[src/sv/porc_pkg.sv]
// Shared types, constants and lane tables of the orientation rotation unit.
`default_nettype none
package porc_pkg;

   localparam int ELEM_WIDTH   = 24;
   localparam int ANGLE_WIDTH  = 17;
   localparam int RED_WIDTH    = ANGLE_WIDTH + 2;
   localparam int TRIG_WIDTH   = 18;
   localparam int XY_WIDTH     = 20;
   localparam int Z_WIDTH      = 26;
   localparam int M_WIDTH      = ELEM_WIDTH + 2;
   localparam int PROD_WIDTH   = M_WIDTH + TRIG_WIDTH;
   localparam int SUM_WIDTH    = PROD_WIDTH + 1;
   localparam int FRAC_BITS    = 16;
   localparam int RND_WIDTH    = SUM_WIDTH - FRAC_BITS;
   localparam int NUM_ELEMS    = 9;
   localparam int NUM_MID      = 11;
   localparam int IDX_WIDTH    = 4;
   localparam int CORDIC_STEPS = 16;
   localparam int SC_LATENCY   = CORDIC_STEPS + 2;
   localparam int PIPE_DEPTH   = SC_LATENCY + 4;
   localparam int LATENCY      = PIPE_DEPTH + 1;

   localparam logic signed [RED_WIDTH-1:0] FULL_TURN    = RED_WIDTH'(92160);
   localparam logic signed [RED_WIDTH-1:0] HALF_TURN    = RED_WIDTH'(46080);
   localparam logic signed [RED_WIDTH-1:0] QUARTER_TURN = RED_WIDTH'(23040);
   localparam logic signed [XY_WIDTH-1:0]  CORDIC_X0    = XY_WIDTH'(39797);
   localparam logic signed [TRIG_WIDTH-1:0] TRIG_ONE    = TRIG_WIDTH'(65536);
   localparam logic signed [SUM_WIDTH-1:0] ROUND_HALF   = SUM_WIDTH'(32768);

   typedef logic signed [ELEM_WIDTH-1:0] elem_type;
   typedef logic signed [M_WIDTH-1:0]    mid_type;
   typedef logic signed [TRIG_WIDTH-1:0] coef_val_type;
   typedef logic [IDX_WIDTH-1:0]         idx_type;

   typedef struct packed {
      coef_val_type cos_v;
      coef_val_type sin_v;
   } trig_type;

   typedef enum logic [2:0] {
      COEF_ZERO,
      COEF_ONE,
      COEF_COS,
      COEF_SIN,
      COEF_NSIN
   } coef_type;

   typedef struct packed {
      idx_type  a_idx;
      coef_type ka;
      idx_type  b_idx;
      coef_type kb;
   } lane_cfg_type;

   function automatic logic signed [Z_WIDTH-1:0] atan_q16(input int step);
      logic signed [Z_WIDTH-1:0] v;
      case (step)
         0:  v = Z_WIDTH'(2949120);
         1:  v = Z_WIDTH'(1740967);
         2:  v = Z_WIDTH'(919879);
         3:  v = Z_WIDTH'(466945);
         4:  v = Z_WIDTH'(234379);
         5:  v = Z_WIDTH'(117266);
         6:  v = Z_WIDTH'(58666);
         7:  v = Z_WIDTH'(29335);
         8:  v = Z_WIDTH'(14668);
         9:  v = Z_WIDTH'(7334);
         10: v = Z_WIDTH'(3667);
         11: v = Z_WIDTH'(1833);
         12: v = Z_WIDTH'(917);
         13: v = Z_WIDTH'(458);
         14: v = Z_WIDTH'(229);
         15: v = Z_WIDTH'(115);
         default: v = '0;
      endcase
      return v;
   endfunction

   function automatic coef_val_type coef_value(input coef_type sel, input trig_type t);
      coef_val_type v;
      case (sel)
         COEF_ONE:  v = TRIG_ONE;
         COEF_COS:  v = t.cos_v;
         COEF_SIN:  v = t.sin_v;
         COEF_NSIN: v = -t.sin_v;
         default:   v = '0;
      endcase
      return v;
   endfunction

   function automatic lane_cfg_type mk(input int a, input coef_type ka,
                                       input int b, input coef_type kb);
      lane_cfg_type c;
      c.a_idx = IDX_WIDTH'(a);
      c.ka    = ka;
      c.b_idx = IDX_WIDTH'(b);
      c.kb    = kb;
      return c;
   endfunction

   // first product: mode 0 is R(-phi)*S, mode 1 is U*T (row 0 passes through)
   function automatic lane_cfg_type first_cfg(input logic mode, input int lane);
      lane_cfg_type c;
      c = mk(0, COEF_ZERO, 0, COEF_ZERO);
      if (mode) begin
         case (lane)
            0: c = mk(0, COEF_ONE, 0, COEF_ZERO);
            1: c = mk(1, COEF_ONE, 0, COEF_ZERO);
            2: c = mk(2, COEF_ONE, 0, COEF_ZERO);
            3: c = mk(3, COEF_ONE, 0, COEF_ZERO);
            4: c = mk(4, COEF_ONE, 0, COEF_ZERO);
            5: c = mk(5, COEF_COS, 6, COEF_SIN);
            6: c = mk(6, COEF_COS, 8, COEF_SIN);
            7: c = mk(6, COEF_COS, 5, COEF_NSIN);
            8: c = mk(8, COEF_COS, 6, COEF_NSIN);
            9: c = mk(7, COEF_NSIN, 0, COEF_ZERO);
            10: c = mk(7, COEF_COS, 0, COEF_ZERO);
            default: c = mk(0, COEF_ZERO, 0, COEF_ZERO);
         endcase
      end else begin
         case (lane)
            0: c = mk(0, COEF_COS, 4, COEF_SIN);
            1: c = mk(1, COEF_COS, 5, COEF_SIN);
            2: c = mk(2, COEF_COS, 6, COEF_SIN);
            3: c = mk(3, COEF_COS, 7, COEF_SIN);
            4: c = mk(4, COEF_COS, 0, COEF_NSIN);
            5: c = mk(5, COEF_COS, 1, COEF_NSIN);
            6: c = mk(6, COEF_COS, 2, COEF_NSIN);
            7: c = mk(7, COEF_COS, 3, COEF_NSIN);
            default: c = mk(0, COEF_ZERO, 0, COEF_ZERO);
         endcase
      end
      return c;
   endfunction

   // second product on the intermediate lanes
   function automatic lane_cfg_type second_cfg(input logic mode, input int lane);
      lane_cfg_type c;
      c = mk(0, COEF_ZERO, 0, COEF_ZERO);
      if (mode) begin
         case (lane)
            0: c = mk(0, COEF_ONE, 0, COEF_ZERO);
            1: c = mk(1, COEF_COS, 3, COEF_SIN);
            2: c = mk(2, COEF_COS, 4, COEF_SIN);
            3: c = mk(3, COEF_COS, 1, COEF_NSIN);
            4: c = mk(4, COEF_COS, 2, COEF_NSIN);
            5: c = mk(5, COEF_COS, 6, COEF_SIN);
            6: c = mk(6, COEF_COS, 5, COEF_NSIN);
            7: c = mk(10, COEF_COS, 9, COEF_NSIN);
            8: c = mk(8, COEF_COS, 7, COEF_NSIN);
            default: c = mk(0, COEF_ZERO, 0, COEF_ZERO);
         endcase
      end else begin
         case (lane)
            0: c = mk(0, COEF_COS, 2, COEF_SIN);
            1: c = mk(1, COEF_COS, 3, COEF_SIN);
            2: c = mk(2, COEF_COS, 0, COEF_NSIN);
            3: c = mk(3, COEF_COS, 1, COEF_NSIN);
            4: c = mk(4, COEF_COS, 6, COEF_SIN);
            5: c = mk(5, COEF_COS, 7, COEF_SIN);
            6: c = mk(6, COEF_COS, 4, COEF_NSIN);
            7: c = mk(7, COEF_COS, 5, COEF_NSIN);
            default: c = mk(0, COEF_ZERO, 0, COEF_ZERO);
         endcase
      end
      return c;
   endfunction

   function automatic elem_type sat_elem(input logic signed [RND_WIDTH-1:0] v);
      elem_type r;
      if ((&v[RND_WIDTH-1:ELEM_WIDTH-1]) || !(|v[RND_WIDTH-1:ELEM_WIDTH-1])) begin
         r = v[ELEM_WIDTH-1:0];
      end else if (v[RND_WIDTH-1]) begin
         r = {1'b1, {(ELEM_WIDTH-1){1'b0}}};
      end else begin
         r = {1'b0, {(ELEM_WIDTH-1){1'b1}}};
      end
      return r;
   endfunction

endpackage
`default_nettype wire

[src/sv/porc_lane.sv]
// Two-term multiply-accumulate lane: a*ka + b*kb, rounded half up by 2^16.
`default_nettype none
module porc_lane (
   input  wire logic                                  clock,
   input  wire logic signed [porc_pkg::M_WIDTH-1:0]    a,
   input  wire logic signed [porc_pkg::TRIG_WIDTH-1:0] ka,
   input  wire logic signed [porc_pkg::M_WIDTH-1:0]    b,
   input  wire logic signed [porc_pkg::TRIG_WIDTH-1:0] kb,
   output logic signed [porc_pkg::RND_WIDTH-1:0]      sum
);
   logic signed [porc_pkg::PROD_WIDTH-1:0] pa_ff;
   logic signed [porc_pkg::PROD_WIDTH-1:0] pb_ff;
   logic signed [porc_pkg::SUM_WIDTH-1:0]  acc;
   logic signed [porc_pkg::RND_WIDTH-1:0]  sum_ff;

   always_ff @(posedge clock) begin
      pa_ff <= porc_pkg::PROD_WIDTH'(a) * porc_pkg::PROD_WIDTH'(ka);
      pb_ff <= porc_pkg::PROD_WIDTH'(b) * porc_pkg::PROD_WIDTH'(kb);
   end

   assign acc = porc_pkg::SUM_WIDTH'(pa_ff) + porc_pkg::SUM_WIDTH'(pb_ff)
              + porc_pkg::ROUND_HALF;

   always_ff @(posedge clock) begin
      sum_ff <= acc[porc_pkg::SUM_WIDTH-1:porc_pkg::FRAC_BITS];
   end

   assign sum = sum_ff;
endmodule
`default_nettype wire

[config.mk]
export PLATFORM = sky130hd
export DESIGN_NAME = porc_lane
export DESIGN_NICKNAME = d
export VERILOG_FILES = /design/src/sv/porc_pkg.sv /design/src/sv/porc_lane.sv
export SDC_FILE = /design/constraint.sdc
export NUM_CORES = 2
export LEC_CHECK = 0
export BUFFER_PORTS_ARGS = -buffer_cell sky130_fd_sc_hd__buf_2
export CAP_MARGIN = 5
export CORE_MARGIN = 4
export CORE_UTILIZATION = 50
export CTS_BUF_LIST = sky130_fd_sc_hd__clkbuf_2
export CTS_CLUSTER_DIAMETER = 30
export CTS_CLUSTER_SIZE = 10
export DETAILED_ROUTE_END_ITERATION = 7
export PLACE_DENSITY_LB_ADDON = 0.2
export SYNTH_ARGS = -nofsm -noshare
export SYNTH_HDL_FRONTEND = slang
export SYNTH_SLANG_ARGS = --single-unit
export TNS_END_PERCENT = 10
[constraint.sdc]
create_clock -name clock -period 16.9 [get_ports clock]
set_clock_uncertainty 0.2 [all_clocks]
set_input_delay 3.38 -clock clock [delete_from_list [all_inputs] [get_ports clock]]
set_output_delay 3.38 -clock clock [all_outputs]
set_load 0.05 [all_outputs]
# Yosys cells after proc, flatten, opt, wreduce, memory -nomap -nowiden
# Cells that the tools add are included.
# word_totals
register_bits	117
latch_bits	0
ram_bits	0
rom_bits	0
in_bits	89
word_cells	7
n_memories	0
# op_classes
addsub	2
multipliers	2
div_mod_pow	0
magnitude_cmp	0
n_eq_ne	0
shifts	0
muxes	0
n_bitwise	0
n_reduce_logical	0
# ops
operator	n
multiplier 26 x 18 -> 44 bit	2
adder 44 x 44 -> 45 bit	1
adder 45 x 17 -> 45 bit, second input constant	1

# Logic depth before layout (Yosys ltp)
# logic_depth
ltp_word	2
mapped_depth	27

# Least setup slack after synthesis
# OpenSTA, ideal clock, no wires.
# synth_path
path_type	input-to-reg
start	input port ka[9] (netlist name)
end	register pa_ff[40] (netlist name)
setup_ps	72
t_arrival_ps	9150
required_time_ps	16628
path_slack_ps	7479
path_stages	24
cell_sequence	clkbuf_1 -> clkbuf_1 -> nand2_1 -> fa_1 -> inv_1 -> fa_1 -> inv_1 -> fa_1 -> inv_1 -> fa_1 -> fa_1 -> inv_1 -> fa_1 -> inv_1 -> ha_1 -> and3_1 -> and3_1 -> nand4_1 -> a21bo_2 -> o221ai_2 -> o31ai_2 -> a41oi_2 -> o31ai_1 -> xor2_1
# synth_via
elab_chain_len	1
# synth_lines
item	line_no	rtl
from (decl)	porc_lane.sv:6	input wire logic signed [porc_pkg::TRIG_WIDTH-1:0] ka,
multiplier 26 x 18 -> 44 bit	porc_lane.sv:17	pa_ff <= porc_pkg::PROD_WIDTH'(a) * porc_pkg::PROD_WIDTH'(ka);
to (signal assigned)	porc_lane.sv:17	
to (decl)	porc_lane.sv:11	logic signed [porc_pkg::PROD_WIDTH-1:0] pa_ff;
# Every way passes these cells.

# Worst setup path in the final report
# layout_path
start	input port ka[17] (netlist name)
end	register pa_ff[42] (netlist name)
# The elaborated chain is that of the path after synthesis.

==> summary.txt <==
Outcome - finished clean
TritonCTS clock tree - yes
Commonest non-fill, non-tap cell in the layout - inv_1
Share of cells above drive strength 1 - 4.26%
Clock sinks - 117
#FFs+latches synth - 117
Core Area - 74300 um^2
Clk root buf - clkbuf_2
Antenna Nets Post-Route - 0
Seq/Total Area, Yosys - 6.26%
Avg WL per Cell - 16.9 um
DR DRC count - 0
R2R Setup Slk - 12.98 ns
Hold Path Depth - 3
Initial antenna violation count - 3
Vias - 26100
Worst rel slew slack - 34.1%
Die H - 282 um
CTS Hold Bufs - 0
Die width - 282 um
WP data required - 17.31 ns
Fmax - 105 MHz
Final setup fails - 0
Netlist area before placement - 37400 um^2
First-pass GRT wire length - 146000 um
Die area - 79200 um^2
IO buf count - 117
Via density - 5.14
Synthesized net count - 5427
Clock Path Buffers - 2
Vias in the first global route - 28500
Avg Cell Area, Syn - 9.08 um^2
FFs w/ async S/R, synth - 0%
Critical Path Start Type - primary input
Clock Latency Late Sink - 0.71 ns
Clock transition at path regs - 0.20 ns
Post-synth EDFFs - 0
Critical path buffers and inverters - 4
Synth warnings - 0
MaxCap Viol Count - 0
CTS buffer count - 17
Fin crit share - 56.4%
CP max stage cell - inv_1
P&R area growth vs syn - 3.89%
Cell variety after synth - 72
IO Pins - 118
R2R depth - 12
Largest net degree at the start of global routing - 27
Post-synth top flop - dfxtp_1
GRT Util Overall - 23.1%
Unrepaired setup endpoints after global routing - no
Starting Density - 50.3%
CP max stage delay - 0.66 ns
CP most frequent cell - fa_1
Post-layout nets - 5403
Most frequent cells in the layout - inv_1, fa_1, nand2_1
Crit end category - flop
Routed WL - 85700 um
Worst-path cell chain - buf_2 -> inv_1 -> nor2_1 -> fa_1 -> fa_1 -> fa_1 -> fa_1 -> fa_1 -> inv_1 -> fa_1 -> inv_1 -> ha_1 -> nand4_1 -> nor2_1 -> nand4_1 -> a21bo_2 -> o221ai_2 -> o31ai_2 -> a41oi_2 -> o21ai_0 -> a21oi_1 -> xnor2_1
Final Slew Violations - 0
Worst path depth - 22
CP top delay family - adder cells
Worst Path Arrival - 9.95 ns
Iter 0 DRT Violations - 1235
Slew @ Worst Pin - 0.987 ns
Minimum clock period - 9.54 ns
Row cnt - 100
CP Class - in -> reg
TNS Setup - 0 ns
Post-cts sizing count - 0
Post-DP HPWL - 70300 um
Synthesized instance count - 4121
Worst-path fanout max - 21
Setup Buffers After CTS - 0
Htree depth - 4
DR pass1 iterations - 5
Hold/Removal Path Class - reg -> reg
Final Hold Fails - 0
Routability Congestion - 0.838
GR Overflow Total - 0
[worst reg2reg max path: cells and delay by family (launching register included)]
| kind | cells | cell delay, ns |
|---|---|---|
| and+or+nand+nor | 5 | 1.10 |
| adders and majority gates | 2 | 0.67 |
| DFF | 1 | 0.35 |
| xor gates and xnor gates | 1 | 0.32 |
| AOI/OAI and AO/OA | 4 | 1.19 |
[cell usage after synthesis (all sizes together), types with 3 or more instances]
cell type / instances / area share, %
a211oi: 9 / 0.18
ha: 303 / 10
nand4: 14 / 0.23
a211o: 5 / 0.14
fa: 914 / 49
a21oi: 79 / 1.1
or3: 4 / 0.070
a21boi: 4 / 0.080
nand3: 22 / 0.31
inv: 1080 / 11
or2: 6 / 0.10
dfxtp: 117 / 6.3
and4: 4 / 0.097
and3: 6 / 0.10
clkbuf: 158 / 1.6
buf: 3 / 0.057
a21o: 38 / 0.77
nor3: 21 / 0.29
o21bai: 12 / 0.24
o31ai: 6 / 0.13
nor2b: 16 / 0.27
o21a: 15 / 0.30
nand2: 581 / 5.8
nand2b: 23 / 0.38
nor2: 108 / 1.1
a21bo: 3 / 0.080
o21ai: 50 / 0.68
xnor2: 81 / 1.9
and2: 354 / 5.9
o211ai: 7 / 0.14
nand3b: 4 / 0.080
nor3b: 3 / 0.060
a31oi: 11 / 0.18
a221oi: 4 / 0.11
xor2: 29 / 0.68
[path summary, 6_finish.rpt]
path / startpoint / end
min reg2reg: pa_ff[43] / sum[28]
max: ka[17] / pa_ff[42]
min: pa_ff[43] / sum[28]
max reg2reg: pa_ff[26] / sum[17]
[flip-flops by register name, indices dropped and copies added (netlist names)]
| name | count |
|---|---|
| pa_ff | 44 |
| pb_ff | 44 |
| sum | 29 |
[cells by family after synthesis]
| logic type | count (synthesis) | synth area share, % |
|---|---|---|
| compound gates | 264 | 4.65 |
| xor+xnor | 110 | 2.58 |
| fa+ha+maj | 1217 | 59.1 |
| buf+inv | 1241 | 12.5 |
| flops | 117 | 6.26 |
| simple gates | 1172 | 15.0 |
[layout make-up]
cell class / instances / area, um^2
clock buffer: 17 / 85.1
sequential: 117 / 2340
clock inverter: 15 / 179
tap: 969 / 1210
timing repair buffer: 118 / 593
multi-input combinational: 2763 / 30400
fill: 7025 / 35500
antenna: 1 / 2.50
inverter: 1080 / 4050
[per-layer routing]
layer | GRT usage (%) | routed length (um)
met1 | 29.7 | 35500
met2 | 41.8 | 44700
met3 | 2.38 | 3090
met4 | 5.99 | 2390
met5 | 0 | 0
[per-stage QoR]
stage / area, um^2 / hold WS, ns / util [%] / setup slack [ns] / instances
2_1_floorplan: 37400 / 0.371 / - / 7.48 / 4121
3_3_place_gp: 38600 / 0.425 / 51.9 / 6.65 / 5047
3_5_place_dp: 38600 / 0.414 / 51.9 / 6.62 / 5047
4_1_cts: 38900 / 0.436 / 52.3 / 7.42 / 5079
5_1_grt: 38900 / 0.504 / 52.3 / 7.07 / 5080
6_report: 38900 / 0.422 / 52.3 / 7.36 / 5080
Power is not shown: default switching activity piles up to over one toggle a cycle in this logic, so the estimate is an artifact.
