$ cat src/sv/porc_pkg.sv
// Shared types, constants and lane tables of the orientation rotation unit.
`default_nettype none
package porc_pkg;

   localparam int ELEM_WIDTH   = 24;
   localparam int ANGLE_WIDTH  = 17;
   localparam int RED_WIDTH    = ANGLE_WIDTH + 2;
   localparam int TRIG_WIDTH   = 18;
   localparam int XY_WIDTH     = 20;
   localparam int Z_WIDTH      = 26;
   localparam int M_WIDTH      = ELEM_WIDTH + 2;
   localparam int PROD_WIDTH   = M_WIDTH + TRIG_WIDTH;
   localparam int SUM_WIDTH    = PROD_WIDTH + 1;
   localparam int FRAC_BITS    = 16;
   localparam int RND_WIDTH    = SUM_WIDTH - FRAC_BITS;
   localparam int NUM_ELEMS    = 9;
   localparam int NUM_MID      = 11;
   localparam int IDX_WIDTH    = 4;
   localparam int CORDIC_STEPS = 16;
   localparam int SC_LATENCY   = CORDIC_STEPS + 2;
   localparam int PIPE_DEPTH   = SC_LATENCY + 4;
   localparam int LATENCY      = PIPE_DEPTH + 1;

   localparam logic signed [RED_WIDTH-1:0] FULL_TURN    = RED_WIDTH'(92160);
   localparam logic signed [RED_WIDTH-1:0] HALF_TURN    = RED_WIDTH'(46080);
   localparam logic signed [RED_WIDTH-1:0] QUARTER_TURN = RED_WIDTH'(23040);
   localparam logic signed [XY_WIDTH-1:0]  CORDIC_X0    = XY_WIDTH'(39797);
   localparam logic signed [TRIG_WIDTH-1:0] TRIG_ONE    = TRIG_WIDTH'(65536);
   localparam logic signed [SUM_WIDTH-1:0] ROUND_HALF   = SUM_WIDTH'(32768);

   typedef logic signed [ELEM_WIDTH-1:0] elem_type;
   typedef logic signed [M_WIDTH-1:0]    mid_type;
   typedef logic signed [TRIG_WIDTH-1:0] coef_val_type;
   typedef logic [IDX_WIDTH-1:0]         idx_type;

   typedef struct packed {
      coef_val_type cos_v;
      coef_val_type sin_v;
   } trig_type;

   typedef enum logic [2:0] {
      COEF_ZERO,
      COEF_ONE,
      COEF_COS,
      COEF_SIN,
      COEF_NSIN
   } coef_type;

   typedef struct packed {
      idx_type  a_idx;
      coef_type ka;
      idx_type  b_idx;
      coef_type kb;
   } lane_cfg_type;

   function automatic logic signed [Z_WIDTH-1:0] atan_q16(input int step);
      logic signed [Z_WIDTH-1:0] v;
      case (step)
         0:  v = Z_WIDTH'(2949120);
         1:  v = Z_WIDTH'(1740967);
         2:  v = Z_WIDTH'(919879);
         3:  v = Z_WIDTH'(466945);
         4:  v = Z_WIDTH'(234379);
         5:  v = Z_WIDTH'(117266);
         6:  v = Z_WIDTH'(58666);
         7:  v = Z_WIDTH'(29335);
         8:  v = Z_WIDTH'(14668);
         9:  v = Z_WIDTH'(7334);
         10: v = Z_WIDTH'(3667);
         11: v = Z_WIDTH'(1833);
         12: v = Z_WIDTH'(917);
         13: v = Z_WIDTH'(458);
         14: v = Z_WIDTH'(229);
         15: v = Z_WIDTH'(115);
         default: v = '0;
      endcase
      return v;
   endfunction

   function automatic coef_val_type coef_value(input coef_type sel, input trig_type t);
      coef_val_type v;
      case (sel)
         COEF_ONE:  v = TRIG_ONE;
         COEF_COS:  v = t.cos_v;
         COEF_SIN:  v = t.sin_v;
         COEF_NSIN: v = -t.sin_v;
         default:   v = '0;
      endcase
      return v;
   endfunction

   function automatic lane_cfg_type mk(input int a, input coef_type ka,
                                       input int b, input coef_type kb);
      lane_cfg_type c;
      c.a_idx = IDX_WIDTH'(a);
      c.ka    = ka;
      c.b_idx = IDX_WIDTH'(b);
      c.kb    = kb;
      return c;
   endfunction

   // first product: mode 0 is R(-phi)*S, mode 1 is U*T (row 0 passes through)
   function automatic lane_cfg_type first_cfg(input logic mode, input int lane);
      lane_cfg_type c;
      c = mk(0, COEF_ZERO, 0, COEF_ZERO);
      if (mode) begin
         case (lane)
            0: c = mk(0, COEF_ONE, 0, COEF_ZERO);
            1: c = mk(1, COEF_ONE, 0, COEF_ZERO);
            2: c = mk(2, COEF_ONE, 0, COEF_ZERO);
            3: c = mk(3, COEF_ONE, 0, COEF_ZERO);
            4: c = mk(4, COEF_ONE, 0, COEF_ZERO);
            5: c = mk(5, COEF_COS, 6, COEF_SIN);
            6: c = mk(6, COEF_COS, 8, COEF_SIN);
            7: c = mk(6, COEF_COS, 5, COEF_NSIN);
            8: c = mk(8, COEF_COS, 6, COEF_NSIN);
            9: c = mk(7, COEF_NSIN, 0, COEF_ZERO);
            10: c = mk(7, COEF_COS, 0, COEF_ZERO);
            default: c = mk(0, COEF_ZERO, 0, COEF_ZERO);
         endcase
      end else begin
         case (lane)
            0: c = mk(0, COEF_COS, 4, COEF_SIN);
            1: c = mk(1, COEF_COS, 5, COEF_SIN);
            2: c = mk(2, COEF_COS, 6, COEF_SIN);
            3: c = mk(3, COEF_COS, 7, COEF_SIN);
            4: c = mk(4, COEF_COS, 0, COEF_NSIN);
            5: c = mk(5, COEF_COS, 1, COEF_NSIN);
            6: c = mk(6, COEF_COS, 2, COEF_NSIN);
            7: c = mk(7, COEF_COS, 3, COEF_NSIN);
            default: c = mk(0, COEF_ZERO, 0, COEF_ZERO);
         endcase
      end
      return c;
   endfunction

   // second product on the intermediate lanes
   function automatic lane_cfg_type second_cfg(input logic mode, input int lane);
      lane_cfg_type c;
      c = mk(0, COEF_ZERO, 0, COEF_ZERO);
      if (mode) begin
         case (lane)
            0: c = mk(0, COEF_ONE, 0, COEF_ZERO);
            1: c = mk(1, COEF_COS, 3, COEF_SIN);
            2: c = mk(2, COEF_COS, 4, COEF_SIN);
            3: c = mk(3, COEF_COS, 1, COEF_NSIN);
            4: c = mk(4, COEF_COS, 2, COEF_NSIN);
            5: c = mk(5, COEF_COS, 6, COEF_SIN);
            6: c = mk(6, COEF_COS, 5, COEF_NSIN);
            7: c = mk(10, COEF_COS, 9, COEF_NSIN);
            8: c = mk(8, COEF_COS, 7, COEF_NSIN);
            default: c = mk(0, COEF_ZERO, 0, COEF_ZERO);
         endcase
      end else begin
         case (lane)
            0: c = mk(0, COEF_COS, 2, COEF_SIN);
            1: c = mk(1, COEF_COS, 3, COEF_SIN);
            2: c = mk(2, COEF_COS, 0, COEF_NSIN);
            3: c = mk(3, COEF_COS, 1, COEF_NSIN);
            4: c = mk(4, COEF_COS, 6, COEF_SIN);
            5: c = mk(5, COEF_COS, 7, COEF_SIN);
            6: c = mk(6, COEF_COS, 4, COEF_NSIN);
            7: c = mk(7, COEF_COS, 5, COEF_NSIN);
            default: c = mk(0, COEF_ZERO, 0, COEF_ZERO);
         endcase
      end
      return c;
   endfunction

   function automatic elem_type sat_elem(input logic signed [RND_WIDTH-1:0] v);
      elem_type r;
      if ((&v[RND_WIDTH-1:ELEM_WIDTH-1]) || !(|v[RND_WIDTH-1:ELEM_WIDTH-1])) begin
         r = v[ELEM_WIDTH-1:0];
      end else if (v[RND_WIDTH-1]) begin
         r = {1'b1, {(ELEM_WIDTH-1){1'b0}}};
      end else begin
         r = {1'b0, {(ELEM_WIDTH-1){1'b1}}};
      end
      return r;
   endfunction

endpackage
`default_nettype wire

$ cat src/sv/porc_sincos.sv
// Pipelined degree-domain CORDIC: angle reduction, 16 rotation stages, sign and clamp.
`default_nettype none
module porc_sincos (
   input  wire logic                                   clock,
   input  wire logic signed [porc_pkg::ANGLE_WIDTH-1:0] angle,
   input  wire logic                                   dbl,
   output porc_pkg::trig_type                          trig
);
   localparam int N = porc_pkg::CORDIC_STEPS;

   logic signed [porc_pkg::RED_WIDTH-1:0] a_w;
   logic signed [porc_pkg::RED_WIDTH-1:0] a_red;
   logic signed [porc_pkg::RED_WIDTH-1:0] a_fold;
   logic                                  neg_in;

   logic signed [porc_pkg::XY_WIDTH-1:0] x_ff [N+1];
   logic signed [porc_pkg::XY_WIDTH-1:0] y_ff [N+1];
   logic signed [porc_pkg::Z_WIDTH-1:0]  z_ff [N+1];
   logic                                 neg_ff [N+1];

   logic signed [porc_pkg::XY_WIDTH-1:0] xf;
   logic signed [porc_pkg::XY_WIDTH-1:0] yf;
   porc_pkg::trig_type                   trig_in;
   porc_pkg::trig_type                   trig_ff;

   // reduce into [-180,180) then fold into [-90,90]
   always_comb begin
      a_w = dbl ? (porc_pkg::RED_WIDTH'(angle) <<< 1) : porc_pkg::RED_WIDTH'(angle);
      if (a_w >= porc_pkg::HALF_TURN) begin
         a_red = a_w - porc_pkg::FULL_TURN;
      end else if (a_w < -porc_pkg::HALF_TURN) begin
         a_red = a_w + porc_pkg::FULL_TURN;
      end else begin
         a_red = a_w;
      end
      neg_in = 1'b0;
      a_fold = a_red;
      if (a_red > porc_pkg::QUARTER_TURN) begin
         a_fold = a_red - porc_pkg::HALF_TURN;
         neg_in = 1'b1;
      end else if (a_red < -porc_pkg::QUARTER_TURN) begin
         a_fold = a_red + porc_pkg::HALF_TURN;
         neg_in = 1'b1;
      end
   end

   always_ff @(posedge clock) begin
      x_ff[0]   <= porc_pkg::CORDIC_X0;
      y_ff[0]   <= '0;
      z_ff[0]   <= porc_pkg::Z_WIDTH'(a_fold) <<< 8;
      neg_ff[0] <= neg_in;
   end

   for (genvar i = 0; i < N; i++) begin : g_step
      always_ff @(posedge clock) begin
         if (!z_ff[i][porc_pkg::Z_WIDTH-1]) begin
            x_ff[i+1] <= x_ff[i] - (y_ff[i] >>> i);
            y_ff[i+1] <= y_ff[i] + (x_ff[i] >>> i);
            z_ff[i+1] <= z_ff[i] - porc_pkg::atan_q16(i);
         end else begin
            x_ff[i+1] <= x_ff[i] + (y_ff[i] >>> i);
            y_ff[i+1] <= y_ff[i] - (x_ff[i] >>> i);
            z_ff[i+1] <= z_ff[i] + porc_pkg::atan_q16(i);
         end
         neg_ff[i+1] <= neg_ff[i];
      end
   end

   always_comb begin
      xf = neg_ff[N] ? -x_ff[N] : x_ff[N];
      yf = neg_ff[N] ? -y_ff[N] : y_ff[N];
      if (xf > porc_pkg::XY_WIDTH'(porc_pkg::TRIG_ONE)) begin
         trig_in.cos_v = porc_pkg::TRIG_ONE;
      end else if (xf < -porc_pkg::XY_WIDTH'(porc_pkg::TRIG_ONE)) begin
         trig_in.cos_v = -porc_pkg::TRIG_ONE;
      end else begin
         trig_in.cos_v = xf[porc_pkg::TRIG_WIDTH-1:0];
      end
      if (yf > porc_pkg::XY_WIDTH'(porc_pkg::TRIG_ONE)) begin
         trig_in.sin_v = porc_pkg::TRIG_ONE;
      end else if (yf < -porc_pkg::XY_WIDTH'(porc_pkg::TRIG_ONE)) begin
         trig_in.sin_v = -porc_pkg::TRIG_ONE;
      end else begin
         trig_in.sin_v = yf[porc_pkg::TRIG_WIDTH-1:0];
      end
   end

   always_ff @(posedge clock) begin
      trig_ff <= trig_in;
   end

   assign trig = trig_ff;
endmodule
`default_nettype wire

$ cat config.mk
export PLATFORM = sky130hd
export DESIGN_NAME = porc_sincos
export DESIGN_NICKNAME = d
export VERILOG_FILES = /design/src/sv/porc_pkg.sv /design/src/sv/porc_sincos.sv
export SDC_FILE = /design/constraint.sdc
export NUM_CORES = 2
export LEC_CHECK = 0
export BUFFER_PORTS_ARGS = -buffer_cell sky130_fd_sc_hd__buf_2
export CAP_MARGIN = 30
export CORE_AREA = 4 4 415 417
export CTS_CLUSTER_SIZE = 28
export DETAILED_ROUTE_END_ITERATION = 10
export DIE_AREA = 0 0 419 421
export GPL_ROUTABILITY_DRIVEN = 1
export HOLD_SLACK_MARGIN = 0.12
export MAX_ROUTING_LAYER = met4
export PLACE_DENSITY = 0.57
export SLEW_MARGIN = 20
export SYNTH_ARGS = -nofsm -noshare
export SYNTH_HDL_FRONTEND = slang
export SYNTH_SLANG_ARGS = --single-unit
$ cat constraint.sdc
create_clock -name clock -period 11 [get_ports clock]
set_input_delay 2.2 -clock clock [delete_from_list [all_inputs] [get_ports clock]]
set_output_delay 2.2 -clock clock [all_outputs]
set_load 0.005 [all_outputs]
* Word-level counts from Yosys, hierarchy flattened
Memory sizes are Yosys's and may differ from the RTL's. Index checks and enable logic that the tools add are counted.
Word-level totals: word-level logic and storage cells 258, register bits 36, memories 4, memory bits (writable) 1139, output and inout port bits 36
Memories:
- z_ff | words 17, bits a word 26, rd ports 16, clocked after memory_dff 0, wr ports 17, RTL line porc_sincos.sv:18 | logic signed [porc_pkg::Z_WIDTH-1:0] z_ff [N+1];
- x_ff | words 17, bits a word 20, rd ports 17, clocked after memory_dff 0, wr ports 17, RTL line porc_sincos.sv:16 | logic signed [porc_pkg::XY_WIDTH-1:0] x_ff [N+1];
- y_ff | words 17, bits a word 20, rd ports 17, clocked after memory_dff 0, wr ports 17, RTL line porc_sincos.sv:17 | logic signed [porc_pkg::XY_WIDTH-1:0] y_ff [N+1];
- neg_ff | words 17, bits a word 1, rd ports 17, clocked after memory_dff 0, wr ports 17, RTL line porc_sincos.sv:19 | logic neg_ff [N+1];
Operators by class: reduce and logical (&&, ||, !) cells 2, magnitude comparators 8, multiplexer cells 91, $add $sub $neg 101, bitwise operators 48
Operator list (count):
- 20-bit 2-to-1 mux | 34
- 26-bit 2-to-1 mux | 16
- 18-bit 2-to-1 mux | 4
- 1-bit OR | 48
- 20-bit by 10-bit adder with 20-bit output | 2
- 20-bit by 11-bit adder with 20-bit output | 2
- 20-bit by 12-bit adder with 20-bit output | 2
- 20-bit by 13-bit adder with 20-bit output | 2
- 20-bit by 14-bit adder with 20-bit output | 2
- 20-bit by 15-bit adder with 20-bit output | 2
- 20-bit by 16-bit adder with 20-bit output | 2
- 20-bit by 17-bit adder with 20-bit output | 2
- 20-bit by 18-bit adder with 20-bit output | 2
- 20-bit by 19-bit adder with 20-bit output | 2
- 20-bit by 5-bit adder with 20-bit output | 2
- 20-bit by 6-bit adder with 20-bit output | 2
- 20-bit by 7-bit adder with 20-bit output | 2
- 20-bit by 8-bit adder with 20-bit output | 2
- 20-bit by 9-bit adder with 20-bit output | 2
- 20-bit by 18-bit greater-than comparator with 1-bit output (second input constant) | 2
- 20-bit by 17-bit < comparator with 1-bit output (second input constant) | 2
- 20-bit negation | 2
- 20-bit by 10-bit subtractor with 20-bit output | 2
- 20-bit by 11-bit subtractor with 20-bit output | 2
- other kinds (59) | 108

* Depth between registers and ports, before layout
depth in word-level cells 7, gate-level depth with buffers 19

* Worst setup path before layout
Ideal clock, no wire load.
path type input port to flip-flop, from input dbl, to memory z_ff[0][18] (netlist name), setup slack 5837 ps, cell stages on the path 14, library setup time 133 ps, arrival 5030 ps, cells stage by stage clkbuf_1 clkbuf_1 mux2i_1 inv_1 ha_1 or3_1 a31oi_1 a2bb2oi_1 o21ai_0 nand2_1 nor3_1 a311o_1 nand2_1 xnor2_1
RTL lines:
- start, declared | RTL line porc_sincos.sv:6 | input wire logic dbl,
- end, declared | RTL line porc_sincos.sv:18

==> reports/metrics.cfg <==
[timing]
period_needed_ns=5.20
whs_ns=0.323
hold_viol=0
rsz0062_at_grt=no
slew_headroom=0.314
drv_slew=0
worstMarginPinSlew_ns=1.01
finalSetupViolCount=0
fin_skew_ns=0.0625
timing.final.crit_share=0.473
setup-tns-final_ns=0
clock.fmax_ghz=0.192

[logic_synthesis]
synth-xor-area-share=0.139
synth_top_family_by_area=compound AO/OA/AOI/OAI gates
async_flop_share=0
yosysTopAreaCell=dfxtp_1
synth-compound-area-share=0.190
syn_avg_cell_area_um2=8.80
synthSimpleGateAreaFrac=0.139
netlist_top_cells_area=dfxtp_1 30%, ha_1 17%, xnor2_1 9.8%, a21oi_1 5.4%, xor2_1 4.1%
synth_flop_cell=dfxtp_1
synth.distinct_cells=83
yosys_warnings=0
ys_seq_area_frac=0.301
synth.area.mux_share=0.0140
syn_area_um2=67000
synthAdderAreaFrac=0.187
synth_edf_count=0
synth_top_area_frac=0.301
synth_cells=7617
ys_ff_latch=1007

[routing]
wl_mm=149
wl_per_cell_um=14.8
drc_errors=0
drt-pass1-iter-count=6
drt-initial-drc-count=2318
avgViaCountPerCell=5.22
ant_nets=0
num_vias=52400

[critical_path]
worstPathMaxFanout=47
crit_path_frequent_cell=nand2_1
crit_slowest_cell=buf_2
startpoint_type=input pin
required_ns=11.60
setup.worst_path.class=input pin to flop
cp.arrival_ns=5.80
crit_family=compound AO/OA/AOI/OAI gates
path_cells=buf_2 > nor2b_1 > a21oi_1 > inv_1 > ha_1 > or3_1 > a31oi_1 > a2bb2oi_1 > o21ai_0 > nand2_1 > nor3_1 > a311o_1 > nand2_1 > xnor2_1
cp_slowest_stage_delay_ns=0.64
end_kind=flop
crit_buf_inv=2

[cts]
clock_latency_ns=0.77
cts_hold_buf=0
root_buffer=clkbuf_16
cts_buffer_depth=3
cts_made_buffers=119
htree_levels=3
cts_tree=built
cts_setup_buffers=0
cts_sinks=1007
cts_repair_resize_count=0
cts.clk_slew.worst_paths_ns=0.06

[placement]
dp_hpwl_mm=119
gp_congestion=0.855
portBuffers=54
dpl_cell_area_um2=69900

[global_route]
overflow=0
grt_max_degree=51
antenna_found_initial=1
grt_pass1_vias=51400
grt.total_usage=0.170
grt_pass1_wl_mm=247

[floorplanning]
core_area_um2=169000
initial_core_util=0.397
rows=151
die_x_um=419
io_pins=55
die_y_um=421
fp.dieArea_um2=176000

[finish]
layout_common_cells=1007 x dfxtp_1, 935 x ha_1, 746 x xnor2_1
final_nets=8723
utilization=0.440
design_area_um2=74200
layout_commonest_cell=dfxtp_1
syn2layout_area_growth_pct=10.8
drive_above_1_share=0.0520

[run]
max-cap-violations=0

[worst_hold_path]
hold_class=flop to flop

[status]
status=completed

==> layout make-up <==
type	count	area, um^2
inverter	435	1630
clock inverter	48	706
multi-input combinational	6082	44900
timing repair buffer	83	568
tap	2218	2780
clock buffer	173	3520
sequential	1007	20200
fill	16500	94500
antenna	1	2.50
==> final timing paths <==
check | from | to | slack, ns | depth (start not counted)
max | dbl | z_ff[0][18] | 5.80 | 14
min | neg_ff[0][13] | neg_ff[0][14] | 0.32 | 0
max reg2reg | z_ff[5][25] | y_ff[6][19] | 6.42 | 14
min reg2reg | neg_ff[0][13] | neg_ff[0][14] | 0.32 | 0
==> worst reg2reg max path, delay by kind of cell (launching register included) <==
family | cells | cell delay [ns]
AO/OA/AOI/OAI | 7 | 2.00
XOR/XNOR | 2 | 0.34
adder cells (fa/ha/maj) | 1 | 0.23
buffers and inverters | 2 | 1.06
flip-flops | 1 | 0.30
AND/OR/NAND/NOR | 2 | 0.58
==> registers in the layout, indices dropped and copies added (netlist names) <==
register and count:
neg_ff 17, trig 36, z_ff 357, y_ff 298, x_ff 299
==> kinds of logic (layout without fill, tap and decap cells) <==
group                    after synthesis  after routing
multiplexers                          88             88
XOR/XNOR                            1063           1063
other                                  2              5
buffers and inverters                530            739
AO/OA/AOI/OAI                       2001           2001
AND/OR/NAND/NOR                     1950           1950
adder cells (fa/ha/maj)              976            976
flip-flops                          1007           1007
==> synthesized netlist by cell type, types with 57 or more instances <==
cell type,instances
a21o_1,217
a21oi_1,718
a31oi_1,72
and3_1,63
clkbuf_1,81
dfxtp_1,1007
ha_1,935
inv_1,434
nand2_1,327
nand2b_1,87
nand3_1,169
nor2_1,704
nor2b_1,123
nor3_1,216
o211ai_1,57
o21a_1,142
o21ai_0,317
o21bai_1,114
o41ai_1,58
xnor2_1,746
xor2_1,317
==> through the flow <==
stage | setup slack (ns) | instances
global route | 5.45 | 10000
global placement | 4.85 | 9817
detailed placement | 4.97 | 9819
finish | 5.80 | 10000
floorplan | 5.84 | 7619
CTS | 5.81 | 10000
==> routing by layer <==
layer	up-vias	track usage	part of all wire
met5	-	-	0
met4	0	0.0491	0.028
met3	249	0.0237	0.031
met2	656	0.302	0.49
met1	24200	0.198	0.45
li1	27300	-	-
Power is left out: the tool's default activity adds up to more than one toggle a clock period on the data nets, which glitch-free logic cannot reach.
